===== config.mk =====
export PLATFORM = sky130hd
export DESIGN_NAME = balance_robot_pd_pi_step_top
export DESIGN_NICKNAME = d
export VERILOG_FILES = /design/src/hw/rtl/bpp_pkg.sv /design/src/hw/rtl/bpp_cfg.sv /design/src/hw/rtl/bpp_ctrl.sv /design/src/hw/rtl/bpp_dp.sv /design/src/hw/rtl/balance_robot_pd_pi_step_top.sv
export SDC_FILE = /design/constraint.sdc
export NUM_CORES = 2
export LEC_CHECK = 0
export BUFFER_PORTS_ARGS = -buffer_cell sky130_fd_sc_hd__buf_2
export CELL_PAD_IN_SITES_DETAIL_PLACEMENT = 1
export CELL_PAD_IN_SITES_GLOBAL_PLACEMENT = 2
export CORE_MARGIN = 2
export CORE_UTILIZATION = 30
export DETAILED_ROUTE_END_ITERATION = 16
export MAX_ROUTING_LAYER = met4
export PLACE_DENSITY_LB_ADDON = 0.25
export SLEW_MARGIN = 0
export SYNTH_ARGS = -nofsm -noshare
export SYNTH_HDL_FRONTEND = slang
export SYNTH_SLANG_ARGS = --single-unit

===== constraint.sdc =====
create_clock -name clk_i -period 13.2 [get_ports clk_i]
set_clock_uncertainty 0.05 [all_clocks]
set_input_delay 1.32 -clock clk_i [delete_from_list [all_inputs] [get_ports clk_i]]
set_output_delay 1.32 -clock clk_i [all_outputs]
set_load 0.02 [all_outputs]

===== src/hw/rtl/bpp_pkg.sv =====
// shared types and constants of the balance controller
package bpp_pkg;

  // register indexes of the configuration port
  typedef enum logic [2:0] {
    REG_TILT_REF        = 3'd0,
    REG_UPRIGHT_P_GAIN  = 3'd1,
    REG_UPRIGHT_D_GAIN  = 3'd2,
    REG_SPEED_P_GAIN    = 3'd3,
    REG_SPEED_I_GAIN    = 3'd4,
    REG_TARGET_SPEED    = 3'd5,
    REG_TARGET_POSITION = 3'd6,
    REG_TILT_LIMIT      = 3'd7
  } reg_index_e;

  // operand pairs of the shared multiplier
  typedef enum logic [2:0] {
    MUL_NONE,
    MUL_P_ERR,
    MUL_D_GYRO,
    MUL_KEEP_FILT,
    MUL_NEW_SUM,
    MUL_SP_SPEED,
    MUL_SI_INTEG
  } mul_sel_e;

  // accumulator actions on the previous product
  typedef enum logic [2:0] {
    ACC_HOLD,
    ACC_CLEAR,
    ACC_ADD_P,
    ACC_ADD_D,
    ACC_ADD_S
  } acc_op_e;

  typedef struct packed {
    logic signed [14:0] tilt_ref;
    logic signed [15:0] upright_p_gain;
    logic signed [15:0] upright_d_gain;
    logic signed [15:0] speed_p_gain;
    logic signed [15:0] speed_i_gain;
    logic signed [15:0] target_speed;
    logic signed [14:0] target_position;
    logic        [13:0] tilt_limit;
  } cfg_t;

  // controller to datapath commands
  typedef struct packed {
    logic     load;
    mul_sel_e mul_sel;
    acc_op_e  acc_op;
    logic     save_keep;
    logic     filt_upd;
    logic     integ_upd;
    logic     commit;
  } cmd_t;

  // datapath to controller status
  typedef struct packed {
    logic out_free;
  } status_t;

  localparam logic [13:0] TILT_LIMIT_RESET = 14'd2880;
  localparam logic signed [17:0] COEF_KEEP = 18'sd45875;
  localparam logic signed [17:0] COEF_NEW = 18'sd19661;
  localparam logic signed [35:0] FILT_MAX = 36'sd2147483647;
  localparam logic signed [35:0] FILT_MIN = -36'sd2147483648;
  localparam logic signed [33:0] INTEG_MAX = 34'sd983040000;
  localparam logic signed [33:0] INTEG_MIN = -34'sd983040000;
  localparam logic [14:0] DRIVE_LIMIT = 15'd32767;
  localparam logic [15:0] RIGHT_PWM_BIAS = 16'd5;
  localparam logic [15:0] ZONE_NEAR = 16'd10;
  localparam logic [15:0] ZONE_FAR = 16'd30;
  localparam logic signed [4:0] OFFSET_MID = -5'sd5;
  localparam logic signed [4:0] OFFSET_NEAR = 5'sd8;

endpackage


===== src/hw/rtl/bpp_cfg.sv =====
// configuration register file of the balance controller
module bpp_cfg (
  input  logic          clk_i,
  input  logic          rst_ni,
  input  logic          cfg_we_i,
  input  logic [2:0]    cfg_index_i,
  input  logic [15:0]   cfg_data_i,
  output bpp_pkg::cfg_t cfg_o
);
  import bpp_pkg::*;

  cfg_t cfg_q;

  // register writes
  always_ff @(posedge clk_i or negedge rst_ni) begin
    if (!rst_ni) begin
      cfg_q <= '{tilt_limit: TILT_LIMIT_RESET, default: '0};
    end else if (cfg_we_i) begin
      case (reg_index_e'(cfg_index_i))
        REG_TILT_REF:        cfg_q.tilt_ref <= cfg_data_i[14:0];
        REG_UPRIGHT_P_GAIN:  cfg_q.upright_p_gain <= cfg_data_i;
        REG_UPRIGHT_D_GAIN:  cfg_q.upright_d_gain <= cfg_data_i;
        REG_SPEED_P_GAIN:    cfg_q.speed_p_gain <= cfg_data_i;
        REG_SPEED_I_GAIN:    cfg_q.speed_i_gain <= cfg_data_i;
        REG_TARGET_SPEED:    cfg_q.target_speed <= cfg_data_i;
        REG_TARGET_POSITION: cfg_q.target_position <= cfg_data_i[14:0];
        REG_TILT_LIMIT:      cfg_q.tilt_limit <= cfg_data_i[13:0];
        default: ;
      endcase
    end
  end

  assign cfg_o = cfg_q;

endmodule


===== src/hw/rtl/bpp_ctrl.sv =====
// sequencing state machine of the balance controller
module bpp_ctrl (
  input  logic             clk_i,
  input  logic             rst_ni,
  input  logic             in_valid_i,
  output logic             in_ready_o,
  input  bpp_pkg::status_t status_i,
  output bpp_pkg::cmd_t    cmd_o
);
  import bpp_pkg::*;

  typedef enum logic [3:0] {
    S_IDLE, S_PE, S_DG, S_FK, S_FN, S_FILT, S_INTEG, S_SP, S_SI, S_ACC, S_FIN
  } state_e;

  state_e state_q;

  // state register
  always_ff @(posedge clk_i or negedge rst_ni) begin
    if (!rst_ni) begin
      state_q <= S_IDLE;
    end else begin
      case (state_q)
        S_IDLE:  if (in_valid_i) state_q <= S_PE;
        S_PE:    state_q <= S_DG;
        S_DG:    state_q <= S_FK;
        S_FK:    state_q <= S_FN;
        S_FN:    state_q <= S_FILT;
        S_FILT:  state_q <= S_INTEG;
        S_INTEG: state_q <= S_SP;
        S_SP:    state_q <= S_SI;
        S_SI:    state_q <= S_ACC;
        S_ACC:   state_q <= S_FIN;
        S_FIN:   if (status_i.out_free) state_q <= S_IDLE;
        default: state_q <= S_IDLE;
      endcase
    end
  end

  // command decode
  always_comb begin
    cmd_o = '0;
    cmd_o.mul_sel = MUL_NONE;
    cmd_o.acc_op = ACC_HOLD;
    case (state_q)
      S_IDLE:  cmd_o.load = in_valid_i;
      S_PE: begin
        cmd_o.mul_sel = MUL_P_ERR;
        cmd_o.acc_op = ACC_CLEAR;
      end
      S_DG: begin
        cmd_o.mul_sel = MUL_D_GYRO;
        cmd_o.acc_op = ACC_ADD_P;
      end
      S_FK: begin
        cmd_o.mul_sel = MUL_KEEP_FILT;
        cmd_o.acc_op = ACC_ADD_D;
      end
      S_FN: begin
        cmd_o.mul_sel = MUL_NEW_SUM;
        cmd_o.save_keep = 1'b1;
      end
      S_FILT:  cmd_o.filt_upd = 1'b1;
      S_INTEG: cmd_o.integ_upd = 1'b1;
      S_SP:    cmd_o.mul_sel = MUL_SP_SPEED;
      S_SI: begin
        cmd_o.mul_sel = MUL_SI_INTEG;
        cmd_o.acc_op = ACC_ADD_S;
      end
      S_ACC:   cmd_o.acc_op = ACC_ADD_S;
      S_FIN:   cmd_o.commit = status_i.out_free;
      default: ;
    endcase
  end

  assign in_ready_o = (state_q == S_IDLE);

  // a request is taken only when no item is at work
  a_load_idle: assert property (@(posedge clk_i) disable iff (!rst_ni)
    cmd_o.load |=> state_q == S_PE)
    else $error("load did not start a tick");
  a_commit_fin: assert property (@(posedge clk_i) disable iff (!rst_ni)
    cmd_o.commit |-> state_q == S_FIN && !in_ready_o)
    else $error("commit outside final step");
  a_wait_fin: assert property (@(posedge clk_i) disable iff (!rst_ni)
    state_q == S_FIN && !status_i.out_free |=> state_q == S_FIN)
    else $error("result dropped while output busy");

endmodule


===== src/hw/rtl/bpp_dp.sv =====
// datapath: shared multiplier, accumulator, loop state and output register
module bpp_dp #(
  parameter int TICKS_PER_RANGING = 20
) (
  input  logic               clk_i,
  input  logic               rst_ni,
  input  bpp_pkg::cfg_t      cfg_i,
  input  bpp_pkg::cmd_t      cmd_i,
  output bpp_pkg::status_t   status_o,
  input  logic signed [14:0] tilt_angle_i,
  input  logic signed [15:0] gyro_rate_i,
  input  logic signed [15:0] left_count_i,
  input  logic signed [15:0] right_count_i,
  input  logic        [15:0] range_distance_i,
  output logic               out_valid_o,
  input  logic               out_ready_i,
  output logic signed [15:0] drive_value_o,
  output logic        [14:0] left_pwm_o,
  output logic        [15:0] right_pwm_o,
  output logic               forward_o,
  output logic               motors_enabled_o
);
  import bpp_pkg::*;

  localparam logic [4:0] TickLast = 5'(TICKS_PER_RANGING);

  // latched inputs
  logic signed [15:0] err_q;
  logic signed [15:0] gyro_q;
  logic signed [16:0] sum_q;
  logic        [15:0] dist_q;

  // loop state
  logic signed [31:0] filt_q, filt_d;
  logic signed [31:0] integ_q, integ_d;
  logic signed [4:0]  offset_q, offset_d;
  logic        [4:0]  tick_q, tick_d;
  logic               dir_q;

  // arithmetic registers
  logic signed [50:0] prod_q;
  logic signed [50:0] keep_q;
  logic signed [51:0] acc_q;

  // output register
  logic               out_valid_q;
  logic signed [15:0] drive_q;
  logic        [14:0] lpwm_q;
  logic        [15:0] rpwm_q;
  logic               en_q;

  // multiplier operand select
  logic signed [32:0] mul_a;
  logic signed [17:0] mul_b;
  logic signed [50:0] mul_p;

  always_comb begin
    mul_a = '0;
    mul_b = '0;
    case (cmd_i.mul_sel)
      MUL_P_ERR: begin
        mul_a = 33'(err_q);
        mul_b = 18'(cfg_i.upright_p_gain);
      end
      MUL_D_GYRO: begin
        mul_a = 33'(gyro_q);
        mul_b = 18'(cfg_i.upright_d_gain);
      end
      MUL_KEEP_FILT: begin
        mul_a = 33'(filt_q);
        mul_b = COEF_KEEP;
      end
      MUL_NEW_SUM: begin
        mul_a = 33'(sum_q);
        mul_b = COEF_NEW;
      end
      MUL_SP_SPEED: begin
        mul_a = 33'(filt_q) - 33'(signed'({cfg_i.target_speed, 16'd0}));
        mul_b = 18'(cfg_i.speed_p_gain);
      end
      MUL_SI_INTEG: begin
        mul_a = 33'(integ_q) - 33'(signed'({cfg_i.target_position, 16'd0}));
        mul_b = 18'(cfg_i.speed_i_gain);
      end
      default: ;
    endcase
  end

  assign mul_p = mul_a * mul_b;

  // filter update, round half up then saturate
  logic signed [51:0] fsum;
  logic signed [35:0] fsh;

  always_comb begin
    fsum = 52'(keep_q) + 52'(signed'({prod_q[35:0], 16'd0})) + 52'sd32768;
    fsh = fsum[51:16];
    if (fsh > FILT_MAX) filt_d = 32'sh7fffffff;
    else if (fsh < FILT_MIN) filt_d = 32'sh80000000;
    else filt_d = fsh[31:0];
  end

  // integral update with ultrasonic offset, clamped
  logic signed [33:0] isum;

  always_comb begin
    isum = 34'(integ_q) + 34'(filt_q) + 34'(signed'({offset_q, 16'd0}));
    if (isum > INTEG_MAX) integ_d = INTEG_MAX[31:0];
    else if (isum < INTEG_MIN) integ_d = INTEG_MIN[31:0];
    else integ_d = isum[31:0];
  end

  // drive truncation, saturation and enable
  logic               acc_neg;
  logic        [51:0] acc_abs;
  logic        [27:0] mag_full;
  logic        [14:0] mag_sat;
  logic signed [15:0] drive_raw;
  logic        [15:0] err_abs;
  logic               enabled;
  logic        [14:0] mag_out;

  always_comb begin
    acc_neg = acc_q[51];
    acc_abs = acc_neg ? 52'(-acc_q) : 52'(acc_q);
    mag_full = acc_abs[51:24];
    mag_sat = (mag_full > 28'(DRIVE_LIMIT)) ? DRIVE_LIMIT : mag_full[14:0];
    drive_raw = acc_neg ? -signed'({1'b0, mag_sat}) : signed'({1'b0, mag_sat});
    err_abs = err_q[15] ? 16'(-err_q) : 16'(err_q);
    enabled = err_abs <= {2'b00, cfg_i.tilt_limit};
    mag_out = enabled ? mag_sat : '0;
  end

  // ranging schedule
  always_comb begin
    tick_d = tick_q + 5'd1;
    offset_d = offset_q;
    if (tick_d >= TickLast) begin
      tick_d = '0;
      if (dist_q >= ZONE_NEAR && dist_q < ZONE_FAR) offset_d = OFFSET_MID;
      else if (dist_q != '0 && dist_q < ZONE_NEAR) offset_d = OFFSET_NEAR;
      else offset_d = '0;
    end
  end

  // input latch, arithmetic and output registers
  always_ff @(posedge clk_i) begin
    if (cmd_i.load) begin
      err_q <= 16'(tilt_angle_i) - 16'(cfg_i.tilt_ref);
      gyro_q <= gyro_rate_i;
      sum_q <= 17'(left_count_i) + 17'(right_count_i);
      dist_q <= range_distance_i;
    end
    prod_q <= mul_p;
    if (cmd_i.save_keep) keep_q <= prod_q;
    case (cmd_i.acc_op)
      ACC_CLEAR: acc_q <= '0;
      ACC_ADD_P: acc_q <= acc_q + signed'({prod_q[41:0], 10'd0});
      ACC_ADD_D: acc_q <= acc_q + signed'({prod_q[35:0], 16'd0});
      ACC_ADD_S: acc_q <= acc_q + 52'(prod_q);
      default: ;
    endcase
    if (cmd_i.commit) begin
      drive_q <= enabled ? drive_raw : '0;
      lpwm_q <= mag_out;
      rpwm_q <= {1'b0, mag_out} + RIGHT_PWM_BIAS;
      en_q <= enabled;
    end
  end

  // loop state and output valid
  always_ff @(posedge clk_i or negedge rst_ni) begin
    if (!rst_ni) begin
      filt_q <= '0;
      integ_q <= '0;
      offset_q <= '0;
      tick_q <= '0;
      dir_q <= 1'b0;
      out_valid_q <= 1'b0;
    end else begin
      if (cmd_i.filt_upd) filt_q <= filt_d;
      if (cmd_i.integ_upd) integ_q <= integ_d;
      if (cmd_i.commit) begin
        tick_q <= tick_d;
        offset_q <= offset_d;
        if (enabled) dir_q <= (drive_raw > 16'sd0);
        out_valid_q <= 1'b1;
      end else if (out_ready_i) begin
        out_valid_q <= 1'b0;
      end
    end
  end

  assign status_o.out_free = !out_valid_q || out_ready_i;
  assign out_valid_o = out_valid_q;
  assign drive_value_o = drive_q;
  assign left_pwm_o = lpwm_q;
  assign right_pwm_o = rpwm_q;
  assign forward_o = dir_q;
  assign motors_enabled_o = en_q;

  a_disabled_zero: assert property (@(posedge clk_i) disable iff (!rst_ni)
    out_valid_o && !motors_enabled_o |-> drive_value_o == 16'sd0 && left_pwm_o == '0)
    else $error("drive not zero while motors disabled");
  a_pwm_bias: assert property (@(posedge clk_i) disable iff (!rst_ni)
    out_valid_o |-> right_pwm_o == {1'b0, left_pwm_o} + RIGHT_PWM_BIAS)
    else $error("right pwm bias broken");
  a_integ_range: assert property (@(posedge clk_i) disable iff (!rst_ni)
    34'(integ_q) <= INTEG_MAX && 34'(integ_q) >= INTEG_MIN)
    else $error("speed integral out of clamp range");
  a_tick_range: assert property (@(posedge clk_i) disable iff (!rst_ni)
    tick_q < TickLast)
    else $error("tick counter passed ranging period");
  a_dir_hold: assert property (@(posedge clk_i) disable iff (!rst_ni)
    cmd_i.commit && !enabled |=> $stable(dir_q))
    else $error("direction changed while disabled");

endmodule


===== src/hw/rtl/balance_robot_pd_pi_step_top.sv =====
// top level of the cascaded upright pd and speed pi balance controller
//
// One request is one control tick. After it is taken the block steps through
// the states PE, DG, FK, FN, FILT, INTEG, SP, SI, ACC and FIN, and a new tick
// is taken in the cycle after the result is written to the output register;
// FIN holds while the output side stalls. The single 33x18 signed multiplier
// is used six times per tick (two upright terms, two filter products, two
// speed loop terms), besides the filter, integral and output steps.
// A finished result waits in the output register while the next
// tick is taken and computed; it is written once the register is free.
// Configuration writes take effect at once and no clearing pass is needed
// after reset.
module balance_robot_pd_pi_step_top #(
  parameter int TICKS_PER_RANGING = 20
) (
  input  logic               clk_i,
  input  logic               rst_ni,
  input  logic               cfg_we_i,
  input  logic [2:0]         cfg_index_i,
  input  logic [15:0]        cfg_data_i,
  input  logic               in_valid_i,
  output logic               in_ready_o,
  input  logic signed [14:0] tilt_angle_i,
  input  logic signed [15:0] gyro_rate_i,
  input  logic signed [15:0] left_count_i,
  input  logic signed [15:0] right_count_i,
  input  logic        [15:0] range_distance_i,
  output logic               out_valid_o,
  input  logic               out_ready_i,
  output logic signed [15:0] drive_value_o,
  output logic        [14:0] left_pwm_o,
  output logic        [15:0] right_pwm_o,
  output logic               forward_o,
  output logic               motors_enabled_o
);
  import bpp_pkg::*;

  cfg_t    cfg;
  cmd_t    cmd;
  status_t status;

  // configuration registers
  bpp_cfg u_cfg (
    .clk_i       (clk_i),
    .rst_ni      (rst_ni),
    .cfg_we_i    (cfg_we_i),
    .cfg_index_i (cfg_index_i),
    .cfg_data_i  (cfg_data_i),
    .cfg_o       (cfg)
  );

  // sequencer
  bpp_ctrl u_ctrl (
    .clk_i      (clk_i),
    .rst_ni     (rst_ni),
    .in_valid_i (in_valid_i),
    .in_ready_o (in_ready_o),
    .status_i   (status),
    .cmd_o      (cmd)
  );

  // datapath
  bpp_dp #(
    .TICKS_PER_RANGING (TICKS_PER_RANGING)
  ) u_dp (
    .clk_i            (clk_i),
    .rst_ni           (rst_ni),
    .cfg_i            (cfg),
    .cmd_i            (cmd),
    .status_o         (status),
    .tilt_angle_i     (tilt_angle_i),
    .gyro_rate_i      (gyro_rate_i),
    .left_count_i     (left_count_i),
    .right_count_i    (right_count_i),
    .range_distance_i (range_distance_i),
    .out_valid_o      (out_valid_o),
    .out_ready_i      (out_ready_i),
    .drive_value_o    (drive_value_o),
    .left_pwm_o       (left_pwm_o),
    .right_pwm_o      (right_pwm_o),
    .forward_o        (forward_o),
    .motors_enabled_o (motors_enabled_o)
  );

endmodule


==> flow_metrics.py <==
metrics = {
    "synthesis": {
        "syn_area_mm2": 0.05352,
        "syn_inst": 5988,
        "avgSynthCellArea_um2": 8.937,
        "synth_flop_cell": "edfxtp_1",
        "synth-edff-count": 201,
        "synth_area_leaders": "fa_1 (22%), edfxtp_1 (11%), ha_1 (9.7%)",
        "ys_top_cells_by_count": "inv_1 (832), nand2_1 (610), nor2_1 (597), fa_1 (593), ha_1 (416)",
        "ys_ff_latch": 453,
        "async_reset_ff_share_pct": 44.37,
        "synth.most_common_cell": "inv_1",
        "ys_types": 90,
        "synth_fp_nets": 7100,
        "ys_seq_area_share_pct": 22.59,
        "synth_top_area_share_pct": 22.18,
        "yosys_warnings": 0,
        "yosys.area.top_type": "fa_1",
    },
    "routing": {
        "dr.pass1.iters": 5,
        "ant_nets": 0,
        "wl_um": 209400,
        "dr_total_vias": 44684,
        "viasPerCell": 5.271,
        "wl_per_cell_um": 24.70,
        "drc": 0,
        "drtIter0Drc": 2838,
    },
    "floorplanning": {
        "ios": 154,
        "dieArea_mm2": 0.1818,
        "die_h_um": 426.4,
        "core-area_mm2": 0.1778,
        "initial_utilization_pct": 30.09,
        "dieWidth_um": 426.4,
        "rows": 155,
    },
    "grt": {
        "grt_first_pass_wirelength_um": 313500,
        "grt_pass1_vias": 47176,
        "grt-ovfl-total": 0,
        "grt_max_degree": 104,
        "grt_use_total_pct": 23.67,
        "antenna_found_initial": 4,
    },
    "clock_network": {
        "cts_inserted_buffers": 57,
        "hold_buffers": 0,
        "insertion_delay_ns": 0.70,
        "post_cts_buffers": 0,
        "cts_tree": "done",
        "htree_levels": 2,
        "cts.repair.resized": 0,
        "clock_path_buffers": 3,
        "clk_pin_slew_ns": 0.07,
        "cts_root_buf": "clkbuf_16",
        "clkSinkCount": 453,
    },
    "layout": {
        "ff_latch_area_mm2": 0.01209,
        "nets": 7177,
        "drive_above_1_share_pct": 9.176,
        "multi_input_area_mm2": 0.03756,
        "syn_to_final_growth_pct": 10.82,
        "fillers": 20648,
    },
    "sta": {
        "rsz0062_at_grt": "no",
        "slew_headroom_pct": 18.29,
        "finalSetupViolCount": 0,
        "hold_viol": 0,
        "worstMarginPinSlew_ns": 1.213,
        "tns_ns": 0,
        "max_freq_ghz": 0.09593,
        "report.final.slew_viol_count": 0,
        "fin_crit_ns": 10.42,
        "period_share_pct": 78.98,
    },
    "worst_setup_path": {
        "cp.required_ns": 13.72,
        "cpMaxStageDelayCell": "nand2_1",
        "critPathLaunchType": "flip-flop",
        "crit_family": "adder cells",
        "r2r_end": "u_dp.prod_q[50]",
        "path_class": "reg -> reg",
        "arrival_ns": 10.95,
        "worst_setup_path_end_kind": "flip-flop",
        "crit_fanout": 16,
        "reg2reg_slack_ns": 2.78,
        "r2r_start": "u_ctrl.state_q[2]",
        "slowest_delay_ns": 0.66,
        "rr_worst_depth": 30,
        "worst_path_most_repeated_cell": "fa_1",
        "crit_buf_inv": 6,
    },
    "placed_design": {
        "hpwl_um": 167700,
        "routabilityCongestion": 0.9033,
        "portBuffers": 153,
    },
    "hold_path": {
        "hp-class": "reg -> reg",
        "hold_path_depth": 1,
        "hold_start": "u_cfg.cfg_o[24]",
        "min_to": "u_cfg.cfg_o[24]",
    },
    "run": {
        "drv_cap": 0,
    },
    "run_status": {
        "outcome": "complete, no violations",
    },
}
per-stage QoR:
| step | instance area (µm²) | std cells | hold slack, ns | utilization [%] | worst slack [ns] |
|---|---|---|---|---|---|
| floorplan | 53520 | 5988 | 0.3623 | - | 3.957 |
| global placement | 57280 | 8361 | 0.4337 | 32.21 | 3.042 |
| detailed placement | 57290 | 8361 | 0.4378 | 32.21 | 2.838 |
| CTS | 59290 | 8469 | 0.4523 | 33.34 | 2.802 |
| global route | 59290 | 8471 | 0.4625 | 33.34 | 2.317 |
| finish | 59310 | 8478 | 0.4537 | 33.35 | 2.775 |
registers in the layout, indices dropped and copies added, names as in the netlist, 2 cells and up:
| name | count |
|---|---|
| u_dp.tick_q | 5 |
| u_dp.prod_q | 51 |
| u_dp.dist_q | 16 |
| u_dp.filt_q | 32 |
| u_dp.keep_q | 36 |
| u_dp.left_pwm_o | 15 |
| u_dp.sum_q | 17 |
| u_dp.err_q | 16 |
| u_dp.integ_q | 32 |
| u_ctrl.state_q | 4 |
| u_dp.acc_q | 52 |
| u_dp.right_pwm_o | 16 |
| u_dp.offset_q | 2 |
| u_dp.drive_value_o | 16 |
| u_cfg.cfg_o | 124 |
| u_dp.gyro_q | 16 |
how the worst max path moves through the flow:
| stage | start | end | slack, ns | depth (start not counted) |
|---|---|---|---|---|
| final | u_ctrl.state_q[2] | u_dp.prod_q[50] | 2.78 | 30 |
| after global routing | u_ctrl.state_q[2] | u_dp.prod_q[50] | 2.32 | 30 |
| after CTS | u_ctrl.state_q[2] | u_dp.prod_q[50] | 2.80 | 30 |
| after detailed placement | u_ctrl.state_q[2] | u_dp.prod_q[50] | 2.84 | 30 |
| after global placement | u_ctrl.state_q[2] | u_dp.prod_q[50] | 3.04 | 30 |
| after floorplan | u_ctrl.state_q[3] | u_dp.prod_q[50] | 3.96 | 30 |
per-layer routing:
layer	vias to the layer above	track usage (%)	routed length [µm]	share of wire, %
met5	-	-	0	0
met4	0	6.985	7289	3.5
met3	207	2.119	7227	3.5
met2	829	38.52	98730	47
met1	23237	31.29	96170	46
li1	20411	-	-	-
cell usage in the layout, fill, tap and decap left out, types with 82 or more instances in the layout:
master and instances:
a21o_1 140, nor2_1 592, o21ai_0 265, ha_1 416
nand2_1 610, edfxtp_1 201, buf_2 152, xor2_1 82
a21oi_1 298, buf_4 105, inv_1 831, fa_1 593
xnor2_1 195, dfrtp_1 197, mux2_2 113
final cells by class:
type / count / area share, %
multi-input combinational: 4462 / 63.33
sequential: 453 / 20.39
inverter: 833 / 5.272
tap: 2355 / 4.968
clock buffer: 79 / 2.808
timing repair buffer: 258 / 2.637
clock inverter: 29 / 0.5591
antenna: 9 / 0.03797
cells by family after synthesis:
kind of cell               count (synthesis)  share of synthesized area (%)
and+or+nand+nor                         1790                          15.23
AOI/OAI and AO/OA                       1251                          15.40
buffers and inverters                   1073                          7.547
adders and majority gates               1009                          31.91
DFF                                      453                          22.59
xor gates and xnor gates                 278                          4.550
muxes                                    134                          2.770
Power is not shown: default switching activity piles up to over one toggle a cycle in this logic, so the estimate is an artifact.
